$ cat src/rtl/core/ast_pkg.sv
// Shared types and constants for the assembly source tokenizer.
`timescale 1ns / 1ps

package ast_pkg;

    localparam int NUMBER_WIDTH = 32;
    localparam int NUM_OUT_W    = 32;
    localparam int FIFO_DEPTH   = 4;
    localparam int FIFO_AW      = $clog2(FIFO_DEPTH);
    localparam int FIFO_CW      = $clog2(FIFO_DEPTH + 1);

    localparam logic [7:0] CH_NUL      = 8'h00;
    localparam logic [7:0] CH_NEWLINE  = 8'h0a;
    localparam logic [7:0] CH_QUOTE    = 8'h22;
    localparam logic [7:0] CH_HASH     = 8'h23;
    localparam logic [7:0] CH_LPAREN   = 8'h28;
    localparam logic [7:0] CH_RPAREN   = 8'h29;
    localparam logic [7:0] CH_MINUS    = 8'h2d;
    localparam logic [7:0] CH_ZERO     = 8'h30;
    localparam logic [7:0] CH_NINE     = 8'h39;
    localparam logic [7:0] CH_SEMI     = 8'h3b;
    localparam logic [7:0] CH_UP_A     = 8'h41;
    localparam logic [7:0] CH_UP_Z     = 8'h5a;
    localparam logic [7:0] CH_LBRACKET = 8'h5b;
    localparam logic [7:0] CH_BSLASH   = 8'h5c;
    localparam logic [7:0] CH_RBRACKET = 8'h5d;
    localparam logic [7:0] CH_UNDER    = 8'h5f;
    localparam logic [7:0] CH_LO_A     = 8'h61;
    localparam logic [7:0] CH_LO_C     = 8'h63;
    localparam logic [7:0] CH_LO_F     = 8'h66;
    localparam logic [7:0] CH_LO_H     = 8'h68;
    localparam logic [7:0] CH_LO_L     = 8'h6c;
    localparam logic [7:0] CH_LO_N     = 8'h6e;
    localparam logic [7:0] CH_LO_P     = 8'h70;
    localparam logic [7:0] CH_LO_S     = 8'h73;
    localparam logic [7:0] CH_LO_X     = 8'h78;
    localparam logic [7:0] CH_LO_Z     = 8'h7a;
    localparam logic [7:0] CASE_OFFSET = 8'h20;

    localparam logic [3:0] REG_NONE = 4'd0;
    localparam logic [3:0] REG_PC   = 4'd8;
    localparam logic [3:0] REG_SP   = 4'd9;

    typedef enum logic [3:0] {
        M_IDLE,
        M_STR,
        M_SYM,
        M_COMMENT,
        M_ZERO,
        M_DEC,
        M_HEX,
        M_HASH,
        M_HASH_P,
        M_HASH_S,
        M_HASH_BS,
        M_CHAR_N
    } mode_t;

    typedef enum logic [3:0] {
        K_LPAREN,
        K_LBRACKET,
        K_RPAREN,
        K_RBRACKET,
        K_STRING,
        K_SYMBOL,
        K_NUMBER,
        K_REGISTER,
        K_CHAR,
        K_ERROR,
        K_END
    } kind_t;

    typedef struct packed {
        kind_t                 kind;
        logic [7:0]            piece_char;
        logic                  has_char;
        logic                  piece_last;
        logic [NUM_OUT_W-1:0]  number_value;
        logic [3:0]            register_code;
        logic                  last;
    } tok_t;

    typedef struct packed {
        logic [1:0] count;
        tok_t       r0;
        tok_t       r1;
    } step_t;

endpackage

$ cat src/rtl/core/ast_lexer.sv
// Lexer state registers and the per-byte next-state and token logic.
`timescale 1ns / 1ps

module ast_lexer (
    input  logic          clk,
    input  logic          rst_n,
    input  logic          step_en,
    input  logic [7:0]    text_byte,
    output ast_pkg::step_t step
);
    import ast_pkg::*;

    mode_t                   mode_reg, mode_next;
    logic [7:0]              held_char_reg, held_char_next;
    logic                    held_valid_reg, held_valid_next;
    logic [NUMBER_WIDTH-1:0] acc_reg, acc_next;
    logic                    hex_flag_reg, hex_flag_next;

    function automatic tok_t mk(input kind_t k, input logic [7:0] ch, input logic has,
                                input logic pl, input logic [NUM_OUT_W-1:0] num,
                                input logic [3:0] rc);
        tok_t t;
        t.kind          = k;
        t.piece_char    = ch;
        t.has_char      = has;
        t.piece_last    = pl;
        t.number_value  = num;
        t.register_code = rc;
        t.last          = 1'b0;
        return t;
    endfunction

    always_comb
    begin
        tok_t       a;
        tok_t       s;
        logic       a_v;
        logic       s_v;
        logic       run_start;
        logic [7:0] b;
        logic [7:0] c;
        logic       is_alpha;
        logic       is_dec;
        logic       dok;
        logic [3:0] dval;

        b = text_byte;
        c = (b >= CH_UP_A && b <= CH_UP_Z) ? b + CASE_OFFSET : b;
        is_alpha = (b >= CH_LO_A && b <= CH_LO_Z) || (b >= CH_UP_A && b <= CH_UP_Z);
        is_dec = (b >= CH_ZERO && b <= CH_NINE);
        if (is_dec)
        begin
            dok  = 1'b1;
            dval = b[3:0];
        end
        else if (hex_flag_reg && c >= CH_LO_A && c <= CH_LO_F)
        begin
            dok  = 1'b1;
            dval = c[3:0] + 4'd9;
        end
        else
        begin
            dok  = 1'b0;
            dval = 4'd0;
        end

        mode_next       = mode_reg;
        held_char_next  = held_char_reg;
        held_valid_next = held_valid_reg;
        acc_next        = acc_reg;
        hex_flag_next   = hex_flag_reg;
        a         = '0;
        s         = '0;
        a_v       = 1'b0;
        s_v       = 1'b0;
        run_start = 1'b0;

        case (mode_reg)
            M_IDLE:
            begin
                run_start = 1'b1;
            end
            M_STR:
            begin
                if (b == CH_QUOTE || b == CH_NUL)
                begin
                    a = mk(K_STRING, held_valid_reg ? held_char_reg : CH_NUL,
                           held_valid_reg, 1'b1, '0, REG_NONE);
                    a_v             = 1'b1;
                    held_valid_next = 1'b0;
                    mode_next       = M_IDLE;
                    run_start       = (b == CH_NUL);
                end
                else
                begin
                    a   = mk(K_STRING, held_char_reg, 1'b1, 1'b0, '0, REG_NONE);
                    a_v = held_valid_reg;
                    held_char_next  = b;
                    held_valid_next = 1'b1;
                end
            end
            M_SYM:
            begin
                if (is_alpha || is_dec || b == CH_UNDER || b == CH_MINUS)
                begin
                    a   = mk(K_SYMBOL, held_char_reg, 1'b1, 1'b0, '0, REG_NONE);
                    a_v = 1'b1;
                    held_char_next = b;
                end
                else
                begin
                    a   = mk(K_SYMBOL, held_char_reg, 1'b1, 1'b1, '0, REG_NONE);
                    a_v = 1'b1;
                    held_valid_next = 1'b0;
                    mode_next       = M_IDLE;
                    run_start       = 1'b1;
                end
            end
            M_COMMENT:
            begin
                if (b == CH_NEWLINE || b == CH_NUL)
                begin
                    mode_next = M_IDLE;
                    run_start = (b == CH_NUL);
                end
            end
            M_ZERO, M_DEC, M_HEX:
            begin
                if (mode_reg == M_ZERO && b == CH_LO_X)
                begin
                    mode_next     = M_HEX;
                    hex_flag_next = 1'b1;
                    acc_next      = '0;
                end
                else if (dok)
                begin
                    if (hex_flag_reg)
                        acc_next = {acc_reg[NUMBER_WIDTH-5:0], dval};
                    else
                        acc_next = (acc_reg << 3) + (acc_reg << 1) + NUMBER_WIDTH'(dval);
                    if (mode_reg == M_ZERO)
                        mode_next = M_DEC;
                end
                else
                begin
                    a   = mk(K_NUMBER, CH_NUL, 1'b0, 1'b0, NUM_OUT_W'(acc_reg), REG_NONE);
                    a_v = 1'b1;
                    acc_next      = '0;
                    hex_flag_next = 1'b0;
                    mode_next     = M_IDLE;
                    run_start     = 1'b1;
                end
            end
            M_HASH:
            begin
                mode_next = M_IDLE;
                if (c >= CH_LO_A && c <= CH_LO_H)
                begin
                    a   = mk(K_REGISTER, CH_NUL, 1'b0, 1'b0, '0, 4'(c - CH_LO_A));
                    a_v = 1'b1;
                end
                else if (c == CH_LO_P)
                    mode_next = M_HASH_P;
                else if (c == CH_LO_S)
                    mode_next = M_HASH_S;
                else if (c == CH_BSLASH)
                    mode_next = M_HASH_BS;
                else
                begin
                    a   = mk(K_ERROR, CH_NUL, 1'b0, 1'b0, '0, REG_NONE);
                    a_v = 1'b1;
                    run_start = (b == CH_NUL);
                end
            end
            M_HASH_P:
            begin
                a   = mk(K_REGISTER, CH_NUL, 1'b0, 1'b0, '0,
                         (c == CH_LO_C) ? REG_PC : REG_NONE);
                a_v = 1'b1;
                mode_next = M_IDLE;
                run_start = (b == CH_NUL);
            end
            M_HASH_S:
            begin
                a   = mk(K_REGISTER, CH_NUL, 1'b0, 1'b0, '0,
                         (c == CH_LO_P) ? REG_SP : REG_NONE);
                a_v = 1'b1;
                mode_next = M_IDLE;
                run_start = (b == CH_NUL);
            end
            M_HASH_BS:
            begin
                if (c == CH_LO_N)
                begin
                    held_char_next = b;
                    mode_next      = M_CHAR_N;
                end
                else
                begin
                    a   = mk(K_CHAR, b, 1'b1, 1'b0, '0, REG_NONE);
                    a_v = 1'b1;
                    mode_next = M_IDLE;
                    run_start = (b == CH_NUL);
                end
            end
            M_CHAR_N:
            begin
                mode_next = M_IDLE;
                a_v = 1'b1;
                if (c == CH_LO_L)
                    a = mk(K_CHAR, CH_NEWLINE, 1'b1, 1'b0, '0, REG_NONE);
                else
                begin
                    a = mk(K_CHAR, held_char_reg, 1'b1, 1'b0, '0, REG_NONE);
                    run_start = 1'b1;
                end
            end
            default:
            begin
                mode_next = M_IDLE;
                run_start = 1'b1;
            end
        endcase

        // A byte that ended a token without being part of it, or any byte seen from idle, may open a new one.
        if (run_start)
        begin
            case (b)
                CH_NUL:
                begin
                    s   = mk(K_END, CH_NUL, 1'b0, 1'b0, '0, REG_NONE);
                    s_v = 1'b1;
                end
                CH_LPAREN:
                begin
                    s   = mk(K_LPAREN, CH_NUL, 1'b0, 1'b0, '0, REG_NONE);
                    s_v = 1'b1;
                end
                CH_LBRACKET:
                begin
                    s   = mk(K_LBRACKET, CH_NUL, 1'b0, 1'b0, '0, REG_NONE);
                    s_v = 1'b1;
                end
                CH_RPAREN:
                begin
                    s   = mk(K_RPAREN, CH_NUL, 1'b0, 1'b0, '0, REG_NONE);
                    s_v = 1'b1;
                end
                CH_RBRACKET:
                begin
                    s   = mk(K_RBRACKET, CH_NUL, 1'b0, 1'b0, '0, REG_NONE);
                    s_v = 1'b1;
                end
                CH_QUOTE:
                begin
                    mode_next       = M_STR;
                    held_valid_next = 1'b0;
                end
                CH_SEMI:
                begin
                    mode_next = M_COMMENT;
                end
                CH_HASH:
                begin
                    mode_next = M_HASH;
                end
                default:
                begin
                    if (is_alpha)
                    begin
                        mode_next       = M_SYM;
                        held_char_next  = b;
                        held_valid_next = 1'b1;
                    end
                    else if (is_dec)
                    begin
                        mode_next     = (b == CH_ZERO) ? M_ZERO : M_DEC;
                        acc_next      = NUMBER_WIDTH'(b[3:0]);
                        hex_flag_next = 1'b0;
                    end
                end
            endcase
        end

        if (a_v && s_v)
        begin
            step.count = 2'd2;
            step.r0    = a;
            step.r1    = s;
        end
        else
        begin
            step.count = {1'b0, a_v | s_v};
            step.r0    = a_v ? a : s;
            step.r1    = '0;
        end
        step.r0.last = (step.count == 2'd1);
        step.r1.last = 1'b1;
    end

    always_ff @(posedge clk or negedge rst_n)
    begin
        if (!rst_n)
        begin
            mode_reg       <= M_IDLE;
            held_char_reg  <= '0;
            held_valid_reg <= 1'b0;
            acc_reg        <= '0;
            hex_flag_reg   <= 1'b0;
        end
        else if (step_en)
        begin
            mode_reg       <= mode_next;
            held_char_reg  <= held_char_next;
            held_valid_reg <= held_valid_next;
            acc_reg        <= acc_next;
            hex_flag_reg   <= hex_flag_next;
        end
    end

`ifndef SYNTH
    a_hex_only_in_hex_mode: assert property (@(posedge clk) disable iff (!rst_n)
        hex_flag_reg |-> mode_reg == M_HEX)
        else $error("hex flag set outside hex number mode");

    a_char_n_holds_n: assert property (@(posedge clk) disable iff (!rst_n)
        mode_reg == M_CHAR_N |-> (held_char_reg | CASE_OFFSET) == CH_LO_N)
        else $error("pending character literal does not hold an n");
`endif

endmodule

$ cat src/rtl/core/assembly_source_tokenizer_core.sv
// Top level of the assembly source tokenizer: lexer step and result queue.
`timescale 1ns / 1ps
// Each byte gives up to two tokens, put into the result queue whose head drives the outputs.
// Throughput: one byte per cycle while in_ready; tokens drain one per cycle while out_ready.
// A four-entry result queue lets input continue while results wait; in_ready needs two free.
// Reset is asynchronous and active low: the lexer returns to idle and the queue empties.

module assembly_source_tokenizer_core (
    input  logic        clk,
    input  logic        rst_n,
    input  logic        in_valid,
    output logic        in_ready,
    input  logic [7:0]  text_byte,
    output logic        out_valid,
    input  logic        out_ready,
    output logic [3:0]  kind,
    output logic [7:0]  piece_char,
    output logic        has_char,
    output logic        piece_last,
    output logic [31:0] number_value,
    output logic [3:0]  register_code,
    output logic        last
);
    import ast_pkg::*;

    step_t              step;
    logic               push;
    logic               pop;
    logic [1:0]         push_n;
    tok_t               mem [FIFO_DEPTH];
    logic [FIFO_AW-1:0] wp_reg, wp_next;
    logic [FIFO_AW-1:0] rp_reg, rp_next;
    logic [FIFO_CW-1:0] cnt_reg, cnt_next;
    tok_t               head;

    assign in_ready  = (cnt_reg <= FIFO_CW'(FIFO_DEPTH - 2));
    assign push      = in_valid && in_ready;
    assign out_valid = (cnt_reg != '0);
    assign pop       = out_valid && out_ready;
    assign push_n    = push ? step.count : 2'd0;

    ast_lexer u_lexer (
        .clk       (clk),
        .rst_n     (rst_n),
        .step_en   (push),
        .text_byte (text_byte),
        .step      (step)
    );

    assign wp_next  = wp_reg + FIFO_AW'(push_n);
    assign rp_next  = rp_reg + FIFO_AW'(pop);
    assign cnt_next = cnt_reg + FIFO_CW'(push_n) - FIFO_CW'(pop);

    always_ff @(posedge clk)
    begin
        if (push && step.count != 2'd0)
            mem[wp_reg] <= step.r0;
        if (push && step.count == 2'd2)
            mem[wp_reg + FIFO_AW'(1)] <= step.r1;
    end

    always_ff @(posedge clk or negedge rst_n)
    begin
        if (!rst_n)
        begin
            wp_reg  <= '0;
            rp_reg  <= '0;
            cnt_reg <= '0;
        end
        else
        begin
            wp_reg  <= wp_next;
            rp_reg  <= rp_next;
            cnt_reg <= cnt_next;
        end
    end

    assign head          = mem[rp_reg];
    assign kind          = head.kind;
    assign piece_char    = head.piece_char;
    assign has_char      = head.has_char;
    assign piece_last    = head.piece_last;
    assign number_value  = head.number_value;
    assign register_code = head.register_code;
    assign last          = head.last;

`ifndef SYNTH
    a_queue_bound: assert property (@(posedge clk) disable iff (!rst_n)
        cnt_reg <= FIFO_CW'(FIFO_DEPTH))
        else $error("result queue overfilled");

    a_queue_accounting: assert property (@(posedge clk) disable iff (!rst_n)
        1'b1 |=> cnt_reg == $past(cnt_reg) + FIFO_CW'($past(push_n)) - FIFO_CW'($past(pop)))
        else $error("result queue count lost track of items");

    a_pointer_gap: assert property (@(posedge clk) disable iff (!rst_n)
        FIFO_AW'(wp_reg - rp_reg) == FIFO_AW'(cnt_reg))
        else $error("queue pointers disagree with the count");
`endif

endmodule

$ cat config.mk
export PLATFORM = sky130hd
export DESIGN_NAME = assembly_source_tokenizer_core
export DESIGN_NICKNAME = d
export VERILOG_FILES = /design/src/rtl/core/ast_pkg.sv /design/src/rtl/core/ast_lexer.sv /design/src/rtl/core/assembly_source_tokenizer_core.sv
export SDC_FILE = /design/constraint.sdc
export NUM_CORES = 1
export LEC_CHECK = 0
export BUFFER_PORTS_ARGS = -buffer_cell sky130_fd_sc_hd__buf_2
export CAP_MARGIN = 20
export CORE_UTILIZATION = 24
export CTS_BUF_LIST = sky130_fd_sc_hd__clkbuf_16
export DETAILED_ROUTE_END_ITERATION = 8
export RECOVER_POWER = 100
export SYNTH_ARGS = -nofsm -noshare
export SYNTH_HDL_FRONTEND = slang
export SYNTH_SLANG_ARGS = --single-unit
$ cat constraint.sdc
create_clock -name clk -period 4.34 [get_ports clk]
set_clock_uncertainty 0.2 [all_clocks]
set_input_delay 0.217 -clock clk [delete_from_list [all_inputs] [get_ports clk]]
set_output_delay 0.217 -clock clk [all_outputs]
set_load 0.01 [all_outputs]
==> results of run 1 <==
[final cells by class]
cell class              count  area (um^2)  area share [%]
repair buffers            201         1310            8.11
clock inverters            22          180            1.11
flip-flops and latches    257         5540            34.2
inverters                  28          110           0.680
well taps                 739          925            5.71
clock buffers              28          701            4.33
multi-input cells         898         7420            45.9
[worst max-delay path: stages]
cell and delay, ns:
clkbuf_1 0.09, or3_4 0.41, o41ai_4 0.35, nor3_2 0.09, a21oi_2 0.28, o22ai_2 0.14, fa_1 0.51, ha_1 0.35
a211oi_2 0.20, nor2_1 0.10, o41ai_2 0.37, o221ai_1 0.19, a21bo_2 0.26, a22oi_2 0.14, o21ai_0 0.13, a41oi_1 0.23
mux2i_1 0.21, nand3_1 0.09
[report_power, final]
group          leakage, nW  internal [mW]  switching (mW)
Clock                0.452           1.30            1.02
Combinational         3.89           1.07            1.26
Sequential            2.35           2.68           0.431
[synth_stat cells (7+ instances only)]
cell / count / share of area (%)
a22o_1: 196 / 13
dfxtp_1: 192 / 29
nand2_1: 91 / 2.6
ha_1: 74 / 6.9
nor2_1: 67 / 1.9
clkbuf_1: 65 / 1.8
o21ai_0: 63 / 2.4
dfrtp_1: 53 / 10
a21oi_1: 51 / 1.9
mux4_2: 51 / 8.6
inv_1: 28 / 0.79
nand3_1: 20 / 0.75
nor3_1: 18 / 0.68
xor2_1: 18 / 1.2
a21o_1: 17 / 0.96
xnor2_1: 17 / 1.1
o22ai_1: 15 / 0.70
edfxtp_1: 12 / 2.7
nand2b_1: 12 / 0.56
o211ai_1: 12 / 0.68
a211oi_1: 11 / 0.62
and3_1: 11 / 0.52
and2_1: 10 / 0.47
a31oi_1: 9 / 0.42
nor2b_1: 9 / 0.42
o21a_1: 9 / 0.51
buf_1: 8 / 0.23
nand4_1: 8 / 0.38
buf_2: 7 / 0.26
[routing by layer]
layer  vias to the layer above  part of all wire, %  global-route usage [%]
met3                        53                  4.8                    1.75
met5                         -                    0                       0
met1                      5607                   47                    19.8
met4                         0                  1.9                    3.81
met2                       309                   47                    23.4
li1                       5178                    -                       -
[cells by family after synthesis]
logic type / Yosys count
muxes: 58
xor gates and xnor gates: 35
adders and majority gates: 77
buffers and inverters: 109
DFF: 257
AOI/OAI and AO/OA: 447
and+or+nand+nor: 281
[per-stage QoR]
stage | power [mW] | util (%) | TNS (ns) | instance area [um^2] | setup slack, ns
finish | 7.76 | 29.8 | 0 | 16200 | 0.198
detailed placement | 5.55 | 28.4 | -4.49 | 15400 | -0.358
global placement | 5.50 | 28.4 | -2.78 | 15400 | -0.309
CTS | 7.89 | 30.1 | 0 | 16400 | 0.202
floorplan | 4.63 | - | -0.0515 | 13400 | -0.0515
global route | 8.16 | 29.8 | -0.00135 | 16200 | -0.000576
[path summary, 6_finish.rpt]
kind	start	end	slack, ns	depth (start not counted)
setup / recovery	text_byte[3]	u_lexer.acc_reg[29]	0.20	18
hold / removal	text_byte[0]	u_lexer.held_char_reg[0]	0.07	4
setup reg to reg	u_lexer.mode_reg[3]	mem[0][24]	0.46	16
hold reg to reg	mem[3][2]	mem[3][2]	0.26	2
max in group asynchronous	rst_n	u_lexer.acc_reg[25]	1.86	3
min in group asynchronous	rst_n	u_lexer.acc_reg[2]	0.84	3
[repair_timing]
| item | in CTS | in global routing |
|---|---|---|
| setup buffers | 0 | 3 |
| hold endpoints to repair | 59 | 0 |
| hold buffers | 7 | 0 |
| setup endpoints to repair | 0 | 8 |
| gates resized for setup | 0 | 4 |
==> results.sh, run 1 <==
export IMPL_outcome="complete, but fails checks"
export IMPL_failed_checks="capacitance limit, slew limit"
export IMPL_drtAntennaViolNets=0
export IMPL_largest_reg_flops=204
export IMPL_cts_tree="built"
export IMPL_leakage_nw=6.69
export IMPL_ys_warnings_count=0
export IMPL_tightest_slew_ns=2.08
export IMPL_synth_flop_cell="dfxtp_1"
export IMPL_final_max_slew_viol_count=72
export IMPL_clk_latency_ns=0.56
export IMPL_fmax_ghz=0.241
export IMPL_synth_seq_area_share_pct=41.5
export IMPL_finalHoldViolCount=0
export IMPL_cts_root_buf="clkbuf_16"
export IMPL_cts_buffers=27
export IMPL_wirelength_um=40600
export IMPL_cap_violations=2
export IMPL_synth_top_family_by_area="compound AO/OA/AOI/OAI gates"
export IMPL_synth_area_um2=13300
export IMPL_area_growth_pct=21.5
export IMPL_timing_final_crit_share_pct=95.4
export IMPL_overflow=0
export IMPL_synth_cell_types=84
export IMPL_layout_min_cycle_time_ns=4.14
export IMPL_globalRouteTotalUtil_pct=14.3
export IMPL_fp_dieW_um=238
export IMPL_worst_setup_path_start_kind="primary input"
export IMPL_dr_pass1_iters=5
export IMPL_coreArea_um2=54300
export IMPL_drcViolationCount=0
export IMPL_portBuffers=64
export IMPL_grt_max_degree=57
export IMPL_endpoint_kind="flop"
export IMPL_cp_max_fo=4
export IMPL_instances_no_fill=2173
export IMPL_setup_viol=0
export IMPL_io_pins=65
export IMPL_synth_adder_area_share_pct=7.40
export IMPL_hold_path_class="in2reg"
export IMPL_p_per_area_nw_per_um2=479
export IMPL_rows=85
export IMPL_critPathKind="in2reg"
export IMPL_die_h_um=238
export IMPL_final_cell_mix="196 x a22o_1, 192 x dfxtp_1, 109 x buf_4"
export IMPL_cts_sinks=257
export IMPL_drive_gt1_share_pct=19.6
export IMPL_synthMuxAreaShare_pct=9.19
export IMPL_worst_hold_slack_ns=0.0697
export IMPL_ir_drop_uv=245
export IMPL_avgSynthCellArea_um2=10.5
export IMPL_cts_path_max_buffers=3
export IMPL_synth_compound_area_share_pct=25.8
export IMPL_synth_seq_cells=257
export IMPL_dpl_hpwl_um=28200
export IMPL_start_util_pct=24.5
export IMPL_detail_route_wl_per_cell_um=18.7
export IMPL_vias=11100
export IMPL_syn_nets=1353
export IMPL_synth_xor_area_share_pct=2.30
export IMPL_slew_headroom_pct=-38.8
export IMPL_synth_edf_count=12
export IMPL_grt_pass1_wl_um=65000
export IMPL_diodes=0
export IMPL_nNetsFinal=1502
export IMPL_netlist_instances=1264
export IMPL_clk_pin_slew_ns=0.07
export IMPL_viasPerCell=5.13
export IMPL_synth_simple_gate_area_share_pct=10.6
export IMPL_async_flop_share_pct=20.6
export IMPL_antenna_found_initial=0
export IMPL_crit_arrival_ns=4.37
export IMPL_fillCellCount=5610
export IMPL_h_tree_depth=1
export IMPL_grt_pass1_vias=11300
export IMPL_cp_required_ns=4.57
export IMPL_dp_cells=2113
export IMPL_gp_congestion=0.953
export IMPL_final_common_cell="a22o_1"
export IMPL_die_area_um2=56500
export IMPL_drtIter0Drc=916
No activity file was read; power rests on OpenSTA's default activity.
==> inputs of run 2 (changes only) <==
--- a/config.mk
+++ b/config.mk
@@ -13,4 +13,5 @@
 export RECOVER_POWER = 100
 export SYNTH_ARGS = -nofsm -noshare
 export SYNTH_HDL_FRONTEND = slang
+export SYNTH_HIERARCHICAL = 1
 export SYNTH_SLANG_ARGS = --single-unit
==> results.sh, run 2 <==
export IMPL_fp_dieW_um=266
export IMPL_synth_seq_cells=257
export IMPL_cp_max_fo=30
export IMPL_dpl_hpwl_um=29700
export IMPL_detail_route_wl_per_cell_um=17.6
export IMPL_vias=11100
export IMPL_dr_pass1_iters=5
export IMPL_cts_tree="built"
export IMPL_hold_path_class="in2reg"
export IMPL_final_cell_mix="204 x edfxtp_1, 134 x mux2_2, 107 x buf_4"
export IMPL_ff_latch_area_um2=7460
export IMPL_synth_flop_cell="edfxtp_1"
export IMPL_coreArea_um2=68700
export IMPL_failed_checks="capacitance limit, slew limit"
export IMPL_cts_path_max_buffers=3
export IMPL_leakage_nw=8.09
export IMPL_synth_edf_count=204
export IMPL_area_growth_pct=19.3
export IMPL_timing_final_crit_share_pct=99.3
export IMPL_synth_most_common_cell="edfxtp_1"
export IMPL_synth_cell_types=79
export IMPL_layout_min_cycle_time_ns=4.31
export IMPL_ir_drop_uv=300
export IMPL_instances_no_fill=2425
export IMPL_drtIter0Drc=793
export IMPL_synth_area_um2=16700
export IMPL_avgSynthCellArea_um2=12.5
export IMPL_synth_area_top_cells="edfxtp_1 37%, mux2_2 9.2%, dfrtp_1 8.0%"
export IMPL_grt_setup_unrepaired="true"
export IMPL_cp_required_ns=4.42
export IMPL_start_util_pct=24.3
export IMPL_drive_gt1_share_pct=34.9
export IMPL_cap_violations=2
export IMPL_io_pins=65
export IMPL_grt_pass1_wl_um=67300
export IMPL_slew_headroom_pct=-43.1
export IMPL_dpl_instance_area_um2=18800
export IMPL_wirelength_um=42700
export IMPL_synth_top_cell_by_area="edfxtp_1"
export IMPL_cts_root_buf="clkbuf_16"
export IMPL_worst_hold_slack_ns=0.00147
export IMPL_synth_common_cells="204 x edfxtp_1, 136 x mux2_2, 87 x nand2_1"
export IMPL_fin_setup_tns_ns=0
export IMPL_cts_buffers=25
export IMPL_cp_num_buf_inv=7
export IMPL_path_delay_family="buffers and inverters"
export IMPL_finalHoldViolCount=0
export IMPL_outcome="complete, but fails checks"
export IMPL_clk_latency_ns=0.53
export IMPL_drcViolationCount=0
export IMPL_cts_sinks=257
export IMPL_critPathKind="in2reg"
export IMPL_drtAntennaViolNets=0
export IMPL_ys_warnings_count=6
export IMPL_clk_pin_slew_ns=0.06
export IMPL_overflow=0
export IMPL_fillCellCount=7025
export IMPL_finalPower_mw=8.71
export IMPL_p_per_area_nw_per_um2=438
export IMPL_fmax_ghz=0.232
export IMPL_die_area_um2=70500
export IMPL_netlist_instances=1330
export IMPL_largest_reg_flops=204
export IMPL_cp_common_cell="buf_4"
export IMPL_nNetsFinal=1563
export IMPL_rows=96
export IMPL_globalRouteTotalUtil_pct=12.0
export IMPL_grt_max_degree=67
export IMPL_yosysTopAreaCellShare_pct=36.8
export IMPL_viasPerCell=4.58
export IMPL_finish_instance_area_um2=19900
export IMPL_portBuffers=64
export IMPL_tightest_slew_ns=2.15
export IMPL_async_flop_share_pct=20.6
export IMPL_setup_viol=0
export IMPL_dp_cells=2365
export IMPL_diodes=0
export IMPL_die_h_um=266
export IMPL_slowest_stage="dlygate4sd3_1"
export IMPL_synth_seq_area_share_pct=44.7
export IMPL_grt_pass1_vias=11500
export IMPL_crit_arrival_ns=4.39
export IMPL_h_tree_depth=1
export IMPL_final_common_cell="edfxtp_1"
export IMPL_endpoint_kind="flop"
export IMPL_worst_setup_path_start_kind="primary input"
export IMPL_final_max_slew_viol_count=85
export IMPL_multi_input_comb_area_um2=8800
export IMPL_gp_congestion=0.863
export IMPL_antenna_found_initial=1
export IMPL_slowest_delay_ns=0.54
export IMPL_crit_chain="buf_6 -> inv_4 -> dlygate4sd3_1 -> buf_4 -> ha_1 -> o2bb2ai_1 -> a211oi_1 -> o22ai_1 -> a2111oi_2 -> clkbuf_1 -> a211oi_2 -> nand2_1 -> a211o_1 -> o31a_1 -> ha_2 -> nor2b_1 -> buf_4 -> nand4_4 -> buf_12 -> mux2_4"
==> run 2: cell types whose count changed after synthesis, sizes merged, moves of 8 or more <==
cell / change
mux2: +203
dfxtp: -192
edfxtp: +192
a22o: -180
buf: +67
and2: +34
clkbuf: -25
nor2: -10
o22ai: -8
==> run 2: timing repair <==
action	in CTS	in global routing
hold endpoints to repair	59	0
setup buffers	3	7
setup endpoints to repair	11	82
hold buffers	6	0
pin swaps	23	31
cloned	0	0
resized for setup	20	24
==> run 2: per-layer routing <==
metal	up-vias	global-route usage, %	share of wire [%]
li1	5245	-	-
met1	5607	15.9	45
met2	211	20.9	50
met3	41	1.45	3.7
met4	2	2.75	1.5
met5	-	0	0.030
==> run 2: stage by stage <==
stage	utilization [%]	setup slack, ns
finish	28.9	0.0321
global route	28.9	-0.108
CTS	28.8	-0.0779
global placement	27.3	-0.655
floorplan	-	-0.891
detailed placement	27.3	-0.719
==> run 2: worst register-to-register path: cells and delay by family, from the launching register on <==
| family | cells | cell delay (ns) |
|---|---|---|
| AND/OR/NAND/NOR | 7 | 1.05 |
| buffers and inverters | 1 | 0.05 |
| flip-flops | 1 | 0.41 |
| AO/OA/AOI/OAI | 6 | 0.95 |
| adder cells (fa/ha/maj) | 2 | 0.94 |
| multiplexers | 1 | 0.30 |
==> run 2: layout make-up <==
type	count	area share (%)
clock buffer	25	3.15
clock inverter	20	1.28
inverter	31	0.636
multi-input combinational	965	44.3
sequential	257	37.5
tap	931	5.86
timing repair buffer	196	7.30
==> run 2: final timing paths <==
check	slack, ns	startpoint	endpoint	cells past startpoint
worst min register to register	0.29	u_lexer/held_char_reg[0]	u_lexer/held_char_reg[0]	2
max in group asynchronous	2.26	rst_n	rp_reg[1]	3
min in group asynchronous	0.54	rst_n	u_lexer/acc_reg[29]	3
worst max-delay path	0.03	text_byte[0]	mem[1][21]	20
worst min-delay path	0.001	text_byte[5]	u_lexer/held_char_reg[5]	4
worst max register to register	0.37	u_lexer/hex_flag_reg	u_lexer/acc_reg[28]	17
==> run 2: kinds of logic after synthesis <==
logic type	Yosys count	share of synthesized area (%)
AO/OA/AOI/OAI	232	9.44
XOR/XNOR	33	1.73
adder cells (fa/ha/maj)	75	5.77
buffers and inverters	154	5.61
flip-flops	257	44.7
multiplexers	263	22.8
other	2	0.0451
AND/OR/NAND/NOR	314	9.88
==> run 2: power by group <==
group	total [mW]	switching, mW	internal [mW]	leakage (nW)
Combinational	2.95	1.55	1.40	5.06
Clock	2.37	0.961	1.41	0.439
Sequential	3.39	0.362	3.03	2.59
==> inputs of run 3 (changes only) <==
--- a/config.mk
+++ b/config.mk
@@ -5,7 +5,7 @@
 export SDC_FILE = /design/constraint.sdc
 export NUM_CORES = 1
 export LEC_CHECK = 0
-export BUFFER_PORTS_ARGS = -buffer_cell sky130_fd_sc_hd__buf_2
+export BUFFER_PORTS_ARGS = -buffer_cell sky130_fd_sc_hd__buf_4
 export CAP_MARGIN = 20
 export CORE_UTILIZATION = 24
 export CTS_BUF_LIST = sky130_fd_sc_hd__clkbuf_16
@@ -13,5 +13,4 @@
 export RECOVER_POWER = 100
 export SYNTH_ARGS = -nofsm -noshare
 export SYNTH_HDL_FRONTEND = slang
-export SYNTH_HIERARCHICAL = 1
 export SYNTH_SLANG_ARGS = --single-unit
==> results.sh, run 3 (same netlist as run 1, synthesis figures left out) <==
export IMPL_gp_congestion=0.942
export IMPL_fmax_ghz=0.238
export IMPL_clk_latency_ns=0.56
export IMPL_fp_dieW_um=238
export IMPL_cts_buffers=28
export IMPL_rows=85
export IMPL_dp_cells=2105
export IMPL_h_tree_depth=1
export IMPL_overflow=0
export IMPL_grt_pass1_vias=11300
export IMPL_nNetsFinal=1500
export IMPL_grt_pass1_wl_um=64800
export IMPL_setup_viol=0
export IMPL_p_comb_share_pct=32.1
export IMPL_wirelength_um=40400
export IMPL_drtIter0Drc=639
export IMPL_fillCellCount=5513
export IMPL_grt_setup_unrepaired="true"
export IMPL_vias=11100
export IMPL_final_max_slew_viol_count=0
export IMPL_cts_sinks=257
export IMPL_p_seq_share_pct=39.4
export IMPL_timing_final_crit_share_pct=96.9
export IMPL_final_cell_mix="196 x a22o_1, 192 x dfxtp_1, 178 x buf_4"
export IMPL_finalPower_mw=7.78
export IMPL_cap_violations=0
export IMPL_globalRouteTotalUtil_pct=14.3
export IMPL_slew_headroom_pct=36.2
export IMPL_antenna_found_initial=0
export IMPL_dpl_hpwl_um=28200
export IMPL_p_per_area_nw_per_um2=468
export IMPL_cp_max_fo=4
export IMPL_outcome="finished, final reports clean"
export IMPL_layout_min_cycle_time_ns=4.20
export IMPL_instances_no_fill=2172
export IMPL_largest_reg_flops=204
export IMPL_coreArea_um2=54300
export IMPL_clkPwrFrac_pct=28.5
export IMPL_finalHoldViolCount=0
export IMPL_final_common_cell="a22o_1"
export IMPL_drtAntennaViolNets=0
export IMPL_viasPerCell=5.10
export IMPL_endpoint_kind="flop"
export IMPL_hold_path_class="in2reg"
export IMPL_io_pins=65
export IMPL_diodes=0
export IMPL_ir_drop_uv=233
export IMPL_clk_pin_slew_ns=0.06
export IMPL_drcViolationCount=0
export IMPL_cts_tree="built"
export IMPL_worst_setup_path_start_kind="primary input"
export IMPL_cts_root_buf="clkbuf_16"
export IMPL_cp_required_ns=4.57
export IMPL_p_int_mw=5.08
export IMPL_area_growth_pct=24.8
export IMPL_grt_max_degree=57
export IMPL_tightest_slew_ns=0.958
export IMPL_fin_setup_tns_ns=0
export IMPL_sw_frac_of_total_pct=34.7
export IMPL_cts_path_max_buffers=3
export IMPL_die_area_um2=56500
export IMPL_portBuffers=64
export IMPL_drive_gt1_share_pct=24.4
export IMPL_die_h_um=238
export IMPL_start_util_pct=24.5
export IMPL_detail_route_wl_per_cell_um=18.6
export IMPL_worst_hold_slack_ns=0.0738
export IMPL_leakage_nw=7.04
export IMPL_dr_pass1_iters=5
export IMPL_critPathKind="in2reg"
export IMPL_crit_arrival_ns=4.43
export IMPL_dp_worst_setup_slack_ns=-0.407
export IMPL_fin_ws_ns=0.136
export IMPL_p_switching_mw=2.70
[run 3: cell types whose count changed in the layout (fill, tap and decap cells not counted), moves of 35 or more]
cell and change:
a22o_1 +180, conb_1 -48, edfxtp_1 -192, clkbuf_1 -41, and2_1 -35, mux2_2 -129, mux2_4 -74, buf_4 +71
dfxtp_1 +192
[run 3: path summary, 6_finish.rpt]
path,start,end,slack (ns),depth (start not counted)
min in group asynchronous,rst_n,u_lexer.held_char_reg[7],0.09,2
worst max register to register,u_lexer.mode_reg[3],mem[0][0],0.36,15
worst min register to register,mem[0][1],mem[0][1],0.26,2
worst min-delay path,text_byte[1],u_lexer.acc_reg[1],0.07,5
max in group asynchronous,rst_n,rp_reg[0],3.27,2
worst max-delay path,text_byte[0],u_lexer.acc_reg[31],0.14,21
[run 3: per-stage QoR]
step | utilization, % | instance area, um^2
after floorplan | - | 13400
after global placement | 28.5 | 15500
after detailed placement | 28.5 | 15500
after CTS | 30.2 | 16400
after global routing | 30.6 | 16600
final | 30.6 | 16600
[run 3: final cells by class]
| type | instances | area [um^2] | share of cell area [%] |
|---|---|---|---|
| multi-input cells | 898 | 7580 | 45.6 |
| flip-flops and latches | 257 | 5540 | 33.3 |
| repair buffers | 198 | 1620 | 9.72 |
| well taps | 739 | 925 | 5.56 |
| clock buffers | 28 | 701 | 4.21 |
| clock inverters | 24 | 153 | 0.918 |
| inverters | 28 | 110 | 0.662 |
[run 3: timing repair]
item / in CTS / in global routing
hold endpoints to repair: 61 / 0
setup endpoints to repair: 0 / 14
buffers inserted: 0 / 8
hold buffers: 7 / 0
resized for setup: 0 / 27
[run 3: power by group through the flow]
stage	sequential, mW	clock [mW]	combinational (mW)
after floorplan	2.85	0	1.78
after global placement	3.10	0	2.43
after detailed placement	3.11	0	2.46
after CTS	3.06	2.27	2.48
after global routing	3.12	2.37	2.71
final	3.07	2.22	2.50
[run 3: critical path, cell delays in order]
cell	delay, ns
buf_4	0.14
ha_4	0.15
nand2b_4	0.15
o41ai_4	0.39
nor3_2	0.09
a21oi_2	0.27
buf_4	0.17
o22ai_4	0.07
fa_2	0.63
ha_4	0.21
a211oi_2	0.23
nor2_2	0.08
o41ai_4	0.36
o221ai_2	0.18
a21bo_2	0.27
a22oi_2	0.17
buf_4	0.16
o31ai_2	0.07
o22ai_1	0.17
xnor2_1	0.15
o21ai_1	0.09
[run 3: routing by layer]
metal / vias to the layer above / GRT usage (%) / part of all wire, % / wire [um]
li1: 5184 / - / - / -
met1: 5578 / 19.5 / 47 / 18900
met3: 48 / 2.02 / 4.9 / 1990
met4: 0 / 3.54 / 1.5 / 606
met2: 277 / 23.7 / 47 / 19000
met5: - / 0 / 0 / 0
